--- src/rtl/prq_pkg.sv ---
`timescale 1ns / 1ps
package prq_pkg;
  localparam int NumThreads = 32;
  localparam int NumPrios   = 32;
  localparam int TidW = 5;
  localparam int PriW = 5;
  localparam int CntW = 6;

  typedef enum logic [1:0] {
    REQ_ADD   = 2'd0,
    REQ_DEL   = 2'd1,
    REQ_SCHED = 2'd2,
    REQ_NOP   = 2'd3
  } req_t;

  typedef enum logic [1:0] {
    ST_OK      = 2'd0,
    ST_DUP     = 2'd1,
    ST_NOTQ    = 2'd2,
    ST_NOREADY = 2'd3
  } status_t;

  typedef enum logic [2:0] {
    S_IDLE,
    S_READ,
    S_EXEC,
    S_SCAN,
    S_SCHED,
    S_OUT
  } state_t;

  // request to the bitmap search unit
  typedef struct packed {
    logic start;
  } scan_req_t;

  typedef struct packed {
    logic            done;
    logic            found;
    logic [PriW-1:0] prio;
  } scan_rsp_t;
endpackage

--- src/rtl/priority_ready_queue_scheduler_core.sv ---
`timescale 1ns / 1ps
// Hardware ready queue: one FIFO per priority as linked lists over thread
// slots, plus a bitmap of non-empty priorities.
// in_ channel: one request transaction (add, delete, schedule).
// out_ channel: exactly one result transaction per request.
// Add, delete and no-op: out_tvalid follows acceptance after a registered
// read of the link and list tables (S_READ) and the write-back step (S_EXEC).
// Schedule walks the bitmap eight bits per cycle in the search unit after the
// read step (S_SCAN); S_SCHED then takes the head of the lowest non-empty
// priority as running thread, and is skipped when nothing is ready.
// in_tready is high only in idle; a new request is taken once the previous
// result has been taken, so a stalled receiver holds the block.
// Reset clears bitmap, queued bits, count, pending flag and running thread;
// the link tables need no clearing since they are only read when valid.
module priority_ready_queue_scheduler_core
  import prq_pkg::*;
(
  input  logic        clk,
  input  logic        rst_n,
  input  logic        in_tvalid,
  output logic        in_tready,
  input  logic [15:0] in_tdata,  // req_type[1:0], thread_id[6:2], priority_req[11:7]
  output logic        out_tvalid,
  input  logic        out_tready,
  output logic [23:0] out_tdata  // status, chosen_thread, prev_thread, switch_needed,
                                 // ready_count, sched_pending
);
  state_t state_r, state_nxt;

  logic [NumPrios-1:0]   bitmap_r;
  logic [NumThreads-1:0] queued_r;
  logic [TidW-1:0]       run_r;
  logic [CntW-1:0]       count_r;
  logic                  pend_r;

  logic [TidW-1:0] head_m [NumPrios];
  logic [TidW-1:0] tail_m [NumPrios];
  logic [TidW-1:0] next_m [NumThreads];
  logic [TidW-1:0] prev_m [NumThreads];
  logic [PriW-1:0] prio_m [NumThreads];

  req_t            req_r;
  logic [TidW-1:0] tid_r;
  logic [PriW-1:0] pri_r;
  // read data
  logic [PriW-1:0] sp_r;
  logic [TidW-1:0] nx_r, pv_r;
  logic [TidW-1:0] hd_r, tl_r;

  status_t         st_r;
  logic [TidW-1:0] prevrun_r;
  logic            sw_r;

  scan_req_t sreq;
  scan_rsp_t srsp;

  prq_scan u_scan (
    .clk    (clk),
    .rst_n  (rst_n),
    .req    (sreq),
    .bitmap (bitmap_r),
    .rsp    (srsp)
  );

  assign in_tready  = (state_r == S_IDLE);
  assign out_tvalid = (state_r == S_OUT);
  assign out_tdata  = {4'd0, pend_r, count_r, sw_r, prevrun_r, run_r, st_r};

  always_comb begin
    state_nxt = state_r;
    sreq.start = 1'b0;
    unique case (state_r)
      S_IDLE:  if (in_tvalid) state_nxt = S_READ;
      S_READ: begin
        if (req_r == REQ_SCHED) begin
          sreq.start = 1'b1;
          state_nxt  = S_SCAN;
        end else begin
          state_nxt = S_EXEC;
        end
      end
      S_EXEC:  state_nxt = S_OUT;
      S_SCAN:  if (srsp.done) state_nxt = srsp.found ? S_SCHED : S_OUT;
      S_SCHED: state_nxt = S_OUT;
      S_OUT:   if (out_tready) state_nxt = S_IDLE;
      default: state_nxt = S_IDLE;
    endcase
  end

  // table reads, registered
  logic [PriW-1:0] rp;
  assign rp = (req_r == REQ_ADD) ? pri_r : prio_m[tid_r];
  logic [TidW-1:0] rd_hd;

  always_ff @(posedge clk) begin
    if (state_r == S_READ) begin
      sp_r <= rp;
      nx_r <= next_m[tid_r];
      pv_r <= prev_m[tid_r];
      hd_r <= head_m[rp];
      tl_r <= tail_m[rp];
    end
    if (state_r == S_SCAN) hd_r <= head_m[srsp.prio];
  end
  assign rd_hd = hd_r;

  // list writes, one step
  always_ff @(posedge clk) begin
    if (state_r == S_EXEC && req_r == REQ_ADD && !queued_r[tid_r]) begin
      prio_m[tid_r] <= sp_r;
      tail_m[sp_r]  <= tid_r;
      next_m[tid_r] <= tid_r;
      if (bitmap_r[sp_r]) begin
        next_m[tl_r]  <= tid_r;
        prev_m[tid_r] <= tl_r;
      end else begin
        head_m[sp_r]  <= tid_r;
        prev_m[tid_r] <= tid_r;
      end
    end
    if (state_r == S_EXEC && req_r == REQ_DEL && queued_r[tid_r]
        && !(hd_r == tid_r && tl_r == tid_r)) begin
      if (hd_r == tid_r) head_m[sp_r] <= nx_r;
      else               next_m[pv_r] <= nx_r;
      if (tl_r == tid_r) tail_m[sp_r] <= pv_r;
      else               prev_m[nx_r] <= pv_r;
    end
  end

  always_ff @(posedge clk) begin
    if (!rst_n) begin
      state_r  <= S_IDLE;
      bitmap_r <= '0;
      queued_r <= '0;
      run_r    <= '0;
      count_r  <= '0;
      pend_r   <= 1'b0;
      st_r     <= ST_OK;
      sw_r     <= 1'b0;
    end else begin
      state_r <= state_nxt;
      unique case (state_r)
        S_IDLE: begin
          if (in_tvalid) begin
            prevrun_r <= run_r;
            sw_r      <= 1'b0;
            st_r      <= ST_OK;
            if (in_tdata[11:7] >= PriW'(NumPrios - 1)) pri_r <= PriW'(NumPrios - 1);
            else                                        pri_r <= in_tdata[11:7];
          end
        end
        S_EXEC: begin
          if (req_r == REQ_ADD) begin
            if (queued_r[tid_r]) st_r <= ST_DUP;
            else begin
              queued_r[tid_r] <= 1'b1;
              bitmap_r[sp_r]  <= 1'b1;
              count_r         <= count_r + 1'b1;
              pend_r          <= 1'b1;
            end
          end else if (req_r == REQ_DEL) begin
            if (!queued_r[tid_r]) st_r <= ST_NOTQ;
            else begin
              queued_r[tid_r] <= 1'b0;
              if (hd_r == tid_r && tl_r == tid_r) bitmap_r[sp_r] <= 1'b0;
              if (count_r != '0) count_r <= count_r - 1'b1;
              pend_r <= 1'b1;
            end
          end
        end
        S_SCAN: begin
          if (srsp.done) begin
            pend_r <= 1'b0;
            if (!srsp.found) st_r <= ST_NOREADY;
          end
        end
        S_SCHED: begin
          sw_r  <= (rd_hd != run_r);
          run_r <= rd_hd;
        end
        default: ;
      endcase
    end
  end

  always_ff @(posedge clk) begin
    if (state_r == S_IDLE && in_tvalid) begin
      req_r <= req_t'(in_tdata[1:0]);
      tid_r <= in_tdata[6:2];
    end
  end
endmodule

--- src/rtl/prq_scan.sv ---
`timescale 1ns / 1ps
// Lowest-set-bit search, eight bits per cycle.
module prq_scan
  import prq_pkg::*;
(
  input  logic                 clk,
  input  logic                 rst_n,
  input  scan_req_t            req,
  input  logic [NumPrios-1:0]  bitmap,
  output scan_rsp_t            rsp
);
  localparam int Chunks = NumPrios / 8;
  localparam int ChW = (Chunks > 1) ? $clog2(Chunks) : 1;

  logic          busy_r, busy_nxt;
  logic [ChW-1:0] idx_r, idx_nxt;
  logic [7:0]    chunk;
  logic          hit;
  logic [2:0]    pos;
  scan_rsp_t     rsp_r, rsp_nxt;

  always_comb begin
    chunk = bitmap[{idx_r, 3'b000} +: 8];
    hit = |chunk;
    pos = 3'd0;
    for (int i = 7; i >= 0; i--) begin
      if (chunk[i]) pos = 3'(i);
    end
  end

  always_comb begin
    busy_nxt = busy_r;
    idx_nxt  = idx_r;
    rsp_nxt  = '0;
    if (req.start) begin
      busy_nxt = 1'b1;
      idx_nxt  = '0;
    end else if (busy_r) begin
      if (hit || idx_r == ChW'(Chunks - 1)) begin
        busy_nxt      = 1'b0;
        rsp_nxt.done  = 1'b1;
        rsp_nxt.found = hit;
        rsp_nxt.prio  = PriW'({idx_r, pos});
      end else begin
        idx_nxt = idx_r + 1'b1;
      end
    end
  end

  always_ff @(posedge clk) begin
    if (!rst_n) begin
      busy_r <= 1'b0;
      idx_r  <= '0;
      rsp_r  <= '0;
    end else begin
      busy_r <= busy_nxt;
      idx_r  <= idx_nxt;
      rsp_r  <= rsp_nxt;
    end
  end

  assign rsp = rsp_r;
endmodule
--- config.mk ---
export PLATFORM = sky130hd
export DESIGN_NAME = priority_ready_queue_scheduler_core
export DESIGN_NICKNAME = d
export VERILOG_FILES = /design/src/rtl/prq_pkg.sv /design/src/rtl/priority_ready_queue_scheduler_core.sv /design/src/rtl/prq_scan.sv
export SDC_FILE = /design/constraint.sdc
export NUM_CORES = 1
export LEC_CHECK = 0
export BUFFER_PORTS_ARGS = -buffer_cell sky130_fd_sc_hd__buf_4
export CORE_MARGIN = 4
export CORE_UTILIZATION = 55
export DETAILED_ROUTE_END_ITERATION = 6
export MAX_ROUTING_LAYER = met4
export PLACE_DENSITY = 0.72
export SKIP_CTS_REPAIR_TIMING = 1
export SLEW_MARGIN = 40
export SYNTH_ARGS = -nofsm -noshare
export SYNTH_HDL_FRONTEND = slang
export SYNTH_SLANG_ARGS = --single-unit
--- constraint.sdc ---
create_clock -name clk -period 11.75 [get_ports clk]
set_input_delay 0.5875 -clock clk [delete_from_list [all_inputs] [get_ports clk]]
set_output_delay 0.5875 -clock clk [all_outputs]
set_load 0.02 [all_outputs]
---- After elaboration in Yosys (flattened, before gate mapping) ----
Memory sizes are Yosys's and may differ from the RTL's. A register that Yosys moved wholly into a read port is not among the register bits.
Cells that the tools add are included.
word-level totals
  register bits after elaboration ......... 119
  bits of input ports ..................... 20
  logic and storage cells ................. 202
  output and inout bits ................... 26
  bits in writable memories ............... 800
  memories kept ........................... 5
operators by class
  reduce and logical (&&, ||, !) cells .... 42
  $add $sub $neg .......................... 3
  mux-type cells .......................... 91
  equality and inequality tests ........... 21
  shifts and indexed selects .............. 1
  magnitude comparators ................... 5
  bitwise logic cells ..................... 12
memory list
  name    words  bits a word  read ports  clocked after Yosys merged registers in  write ports  line                                       text
  head_m  32     5            2           0                                        1            priority_ready_queue_scheduler_core.sv:36  logic [TidW-1:0] head_m [NumPrios];
  next_m  32     5            1           1                                        2            priority_ready_queue_scheduler_core.sv:38  logic [TidW-1:0] next_m [NumThreads];
  prev_m  32     5            1           1                                        1            priority_ready_queue_scheduler_core.sv:39  logic [TidW-1:0] prev_m [NumThreads];
  prio_m  32     5            1           1                                        1            priority_ready_queue_scheduler_core.sv:40  logic [PriW-1:0] prio_m [NumThreads];
  tail_m  32     5            1           1                                        1            priority_ready_queue_scheduler_core.sv:37  logic [TidW-1:0] tail_m [NumPrios];
operators with widths
  kind                                                                           count
  32-bit two-way mux                                                             9
  32-bit AND                                                                     2
  32-bit inverter                                                                2
  32-bit OR                                                                      2
  5-bit two-way mux                                                              11
  1-bit two-way mux                                                              39
  3-bit two-way mux                                                              11
  32-bit by 6-bit indexed part select with 8-bit output                          1
  6-bit two-way mux                                                              5
  8-bit OR reduction                                                             2
  3-bit one-hot mux with 5 select lines                                          1
  5-bit AND reduction                                                            3
  5-bit OR reduction                                                             3
  2-bit two-way mux                                                              7
  2-bit nonzero test                                                             7
  5-bit by 6-bit less-than comparator with 1-bit output (second input constant)  2
  1-bit binary-select mux with 5-bit select                                      2
  1-bit demux with 5-bit select                                                  2
  5-bit equality test                                                            2
  5-bit by 1-bit >= comparator with 1-bit output (second input constant)         2
  1-bit logical AND                                                              9
  7-bit two-way mux                                                              1
  7-bit AND reduction                                                            1
  6-bit by 1-bit adder with 6-bit output (second input constant)                 1
  31 further kinds                                                               48

---- Depth between registers and ports, before layout ----
  depth after elaboration ................. 10
  depth in mapped cells ................... 16
  mapped depth without buffers ............ 11

---- Hierarchy ----
From an unflattened synthesis, not the netlist that was laid out.
unflattened totals
  cell total of the unflattened synthesis .. 2673
  area total of the unflattened synthesis .. 42181.7 sq um
by module, submodules not included
  module                               instances  sequential area each (sq um)  cells an instance  area an instance (sq um)
  priority_ready_queue_scheduler_core  1          27025.9                       2618               41544.8
  prq_scan                             1          200.2                         55                 636.9

---- Least setup slack after synthesis ----
OpenSTA, ideal clock, no wires.
  path type ............................... register to register
  from .................................... register sp_r[4]
  to ...................................... memory prev_m[0][0] (data pin)
  stages on the path, launching flop included .. 9
  data required time ...................... 11.296 ns
  path slack .............................. 7.379 ns
  clock period less this slack ............ 4.371 ns
  buffers on the path ..................... 1
  library setup time ...................... 0.454 ns
  data arrival time ....................... 3.917 ns
  cell sequence ........................... edfxtp_1 -> clkbuf_1 -> nor3b_1 -> inv_1 -> o22ai_1 -> nor4_1 -> nor4_2 -> mux2i_1 -> o21ai_0
on the way
  longest elaborated chain between the ends .. 7
ends and longest elaborated chain
  item                                             line                                        text
  start, declared                                  priority_ready_queue_scheduler_core.sv:46   logic [PriW-1:0] sp_r;
  start signal, assigned                           priority_ready_queue_scheduler_core.sv:97   sp_r <= rp;
  1-bit binary-select mux with 5-bit select        priority_ready_queue_scheduler_core.sv:113  if (bitmap_r[sp_r]) begin
  1-bit two-way mux (implied by the code)          priority_ready_queue_scheduler_core.sv:113
  1-bit two-way mux                                priority_ready_queue_scheduler_core.sv:113
  1-bit two-way mux                                priority_ready_queue_scheduler_core.sv:109  if (state_r == S_EXEC && req_r == REQ_ADD && !queued_r[tid_r]) begin
  1-bit two-way mux (implied by the code)          priority_ready_queue_scheduler_core.sv:118  prev_m[tid_r] <= tid_r;
  5-bit two-way mux (no source line) (2 in a row)  -
  end, declared                                    priority_ready_queue_scheduler_core.sv:39
Every way passes these cells. The select of a mux whose other input is x is not followed.

---- Worst setup path after layout ----
  from .................................... register tid_r[3]
  to ...................................... memory head_m[25][3] (enable)
on the way
  longest elaborated chain between the ends .. 7
  elaborated cells between the ends (all ways) .. 16
  those cells by class .................... eq/ne (2); mux (7); bitwise (1); reduce/logical (6)
ends and longest elaborated chain
  item                                                                                 line                                                                                                                                text
  start, declared                                                                      priority_ready_queue_scheduler_core.sv:43                                                                                           logic [TidW-1:0] tid_r;
  start signal, assigned                                                               priority_ready_queue_scheduler_core.sv:189                                                                                          tid_r <= in_tdata[6:2];
  1-bit binary-select mux with 5-bit select (tied with other cells)                    priority_ready_queue_scheduler_core.sv:109, priority_ready_queue_scheduler_core.sv:121
  1-bit two-way mux (implied by the code) / 1-bit logical AND (equally long branches)  priority_ready_queue_scheduler_core.sv:109, priority_ready_queue_scheduler_core.sv:121, priority_ready_queue_scheduler_core.sv:122
  1-bit logical NOT (tied with other cells)                                            -
  1-bit logical AND, on equally long branches                                          priority_ready_queue_scheduler_core.sv:109, priority_ready_queue_scheduler_core.sv:122
  1-bit two-way mux, on equally long branches                                          priority_ready_queue_scheduler_core.sv:109, priority_ready_queue_scheduler_core.sv:121
  1-bit two-way mux, on equally long branches                                          priority_ready_queue_scheduler_core.sv:117, priority_ready_queue_scheduler_core.sv:123
  1-bit OR (no source line) *                                                          -
  end, declared                                                                        priority_ready_queue_scheduler_core.sv:36
Every way passes the cells marked *; elsewhere a longest branch is shown, timed or not. The select of a mux whose other input is x is not followed.

==> flow_summary_export.csv <==
group,metric,value,unit
status,status,"complete, no violations",
placement,numPortBuffers,37,
placement,dp_hpwl,63900,um
setup_path,start_kind,"register",
timing,finClkSkew,29.7,ps
setup_path,reg2reg_slack,6040,ps
power,p_clk_frac,0.376,
timing,hold_viol_final,0,
floorplanning,die_x,285,um
floorplanning,core-area,0.0759,sq mm
power,power.share.sequential,0.471,
power,p_int,6.02,mW
job,cap_violations,0,
synthesis,synth_commonest_cells,"edfxtp_1 (842), nand2_1 (215), nor2_1 (208), mux2_2 (198), mux4_2 (191)",
grt,grt_pass1_wl,150000,um
synthesis,ys_ff_latch,939,
cts,cts_tree,"done",
power,p_sw,2.12,mW
cells_and_area,area_growth,11.2,%
grt,grt_max_degree,89,
grt,antenna_found_initial,0,
timing,slew_viol_final,0,
detailed_routing,via_per_inst,6.41,
timing,finalSetupViolCount,0,
power,p_leak,15.2,nW
detailed_routing,drcViolationCount,0,
floorplanning,ios,46,
floorplanning,dieArea,0.0811,sq mm
cells_and_area,num_antenna_cells,0,
cells_and_area,final_nets,2735,
timing,post-route-period-util,0.486,
cells_and_area,seq_area,0.0272,sq mm
detailed_routing,drt-total-wl,98500,um
timing,tightest_slew,880,ps
grt,grt_pass1_vias,24605,
timing,rsz0062_at_grt,"no",
floorplanning,rows,101,
synthesis,yosysTopAreaCellShare,0.600,
setup_path,worst-setup-path-type,"reg -> reg",
timing,max_freq,175,MHz
synthesis,synth_edf_count,842,
timing,min_period,5710,ps
cells_and_area,multi_input_area,0.0143,sq mm
detailed_routing,detail-route-antenna-nets,0,
cts,cts.reportedPaths.clkPinSlew,60,ps
placement,place_area,0.0436,sq mm
synthesis,synth.most_common_cell,"edfxtp_1",
synthesis,synth_seq_area_share,0.646,
timing,slew-limit-headroom,0.412,
synthesis,synthArstFlopShare,0,
setup_path,end_kind,"register",
cts,clock_sinks,939,
synthesis,synth_area_per_cell,15.3,sq um
detailed_routing,routedWlPerCell,25.8,um
detailed_routing,drt_iter0_drc,2831,
setup_path,cp_max_fo,50,
setup_path,arrival,5980,ps
cts,numCtsBuffers,95,
floorplanning,die_h,285,um
cells_and_area,n_fill_cell,5368,
placement,gp_congestion,0.950,
cts,clock_latency,650,ps
synthesis,synthTopCellsByArea,"edfxtp_1 (60%), mux4_2 (10%), mux2_2 (5.3%), dfxtp_1 (4.6%), mux2i_1 (4.0%)",
cts,cts_root_buffer,"clkbuf_16",
cts,clock_path_buffers,3,
detailed_routing,vias,24476,
setup_path,required,12020,ps
synthesis,syn_area,0.0421,sq mm
power,power_density,174,mW/mm^2
synthesis,ys_types,62,
cts,h-tree-depth,3,
timing,final.setup.tns,0,ps
min_path,min_path_type,"in -> reg",
cells_and_area,drive_gt1_frac,0.262,
cells_and_area,final_cell_area,0.0468,sq mm
synthesis,yosys_warnings,0,
grt,grt.overflow.total,0,
detailed_routing,firstDrtPassIters,6,
power,vdd_drop_max,112,uV
synthesis,synthFlopType,"edfxtp_1",
floorplanning,start_util,0.555,
synthesis,synth.largest_area_cell,"edfxtp_1",
synthesis,netlist_instances,2747,
power,switching_share,0.260,
power,p_comb_frac,0.153,
grt,grtUsageTotal,0.248,
## worst max-delay path, cell delays in order, from the launching register on
cell      delay (ps)
edfxtp_1         330
buf_4            490
nor2b_1          450
and2_1           660
a22oi_1          190
nand4_1          310
nand2_1          180
nor3_2           620
nand2_1          390
nor2_1           730
nor2_2            80
buf_4            270
nor2_1           570
## per-stage QoR
| stage | std cells | hold WS [ps] | setup slack [ps] | total power, mW | util |
|---|---|---|---|---|---|
| 2_1_floorplan | 2750 | 492 | 7380 | 4.72 | - |
| 5_1_grt | 3818 | 94.9 | 5730 | 8.42 | 0.617 |
| 3_3_place_gp | 3635 | 503 | 5830 | 5.06 | 0.568 |
| 6_report | 3818 | 118 | 6040 | 8.14 | 0.617 |
| 4_1_cts | 3816 | 86.1 | 5850 | 8.16 | 0.615 |
| 3_5_place_dp | 3640 | 509 | 5870 | 5.12 | 0.573 |
## worst paths after layout
path,start,end,depth (start not counted)
max,tid_r[3]$_DFFE_PP_,head_m[25][3]$_DFFE_PP_,12
min,in_tdata[11],pri_r[4]$_SDFFCE_PP1P_,1
max reg2reg,tid_r[3]$_DFFE_PP_,head_m[25][3]$_DFFE_PP_,12
min reg2reg,register,register,1
## power groups by stage
stage / registers [mW] / logic (mW) / clock network, mW
after floorplan: 3.88 / 0.845 / 0
after global placement: 3.90 / 1.16 / 0
after detailed placement: 3.90 / 1.22 / 0
after CTS: 3.83 / 1.23 / 3.10
after global routing: 3.84 / 1.33 / 3.25
final: 3.83 / 1.25 / 3.06
## registers in the layout, indices dropped and copies added (netlist names), 2 cells and up, named ones only
register / cells
count_r: 6
hd_r: 5
head_m: 160
next_m: 160
nx_r: 5
prev_m: 160
prevrun_r: 5
pri_r: 5
prio_m: 160
pv_r: 5
req_r: 2
run_r: 5
sp_r: 5
st_r: 2
state_r: 3
tail_m: 160
tid_r: 5
tl_r: 5
u_scan.idx_r: 2
u_scan.rsp: 7
## area by class of cell
type | instances | area share
Clock inverter | 58 | 0.0128
Inverter | 23 | 0.00184
Clock buffer | 118 | 0.0549
Tap cell | 1030 | 0.0275
Multi-Input combinational cell | 1561 | 0.305
Timing Repair Buffer | 89 | 0.0170
Sequential cell | 939 | 0.581
## metal layers
layer | wire length (um) | share of wire | GRT usage
met5 | 0 | 0 | -
met4 | 2660 | 0.027 | 0.0717
met3 | 8100 | 0.082 | 0.0479
met2 | 47400 | 0.48 | 0.386
met1 | 40300 | 0.41 | 0.339
## kinds of logic (layout without fill, tap and decap cells)
family | count (synthesis) | after routing | share of synthesized area
buffers and inverters | 250 | 288 | 0.0261
other | 1 | 4 | 0.0000890
adder cells (fa/ha/maj) | 6 | 6 | 0.00196
AND/OR/NAND/NOR | 667 | 667 | 0.0720
multiplexers | 559 | 559 | 0.195
XOR/XNOR | 22 | 22 | 0.00457
AO/OA/AOI/OAI | 303 | 303 | 0.0534
flip-flops | 939 | 939 | 0.646
## cells in the final DEF (no fill, tap or decap), types with 32 or more instances in the layout
cell type  synthesis  layout
nor3_1            42      32
nor2b_1           55      53
o21ai_0           55      45
clkbuf_16          0      98
o221a_2           32      32
mux4_2           191     191
edfxtp_1         842     842
nor2_1           208     202
nand2_1          215     214
mux2i_1          170     169
buf_4             20      75
dfxtp_1           97      93
mux2_2           198     198
nand3_1           61      61
a22oi_1           70      70
(Power assumes the default switching activity.)
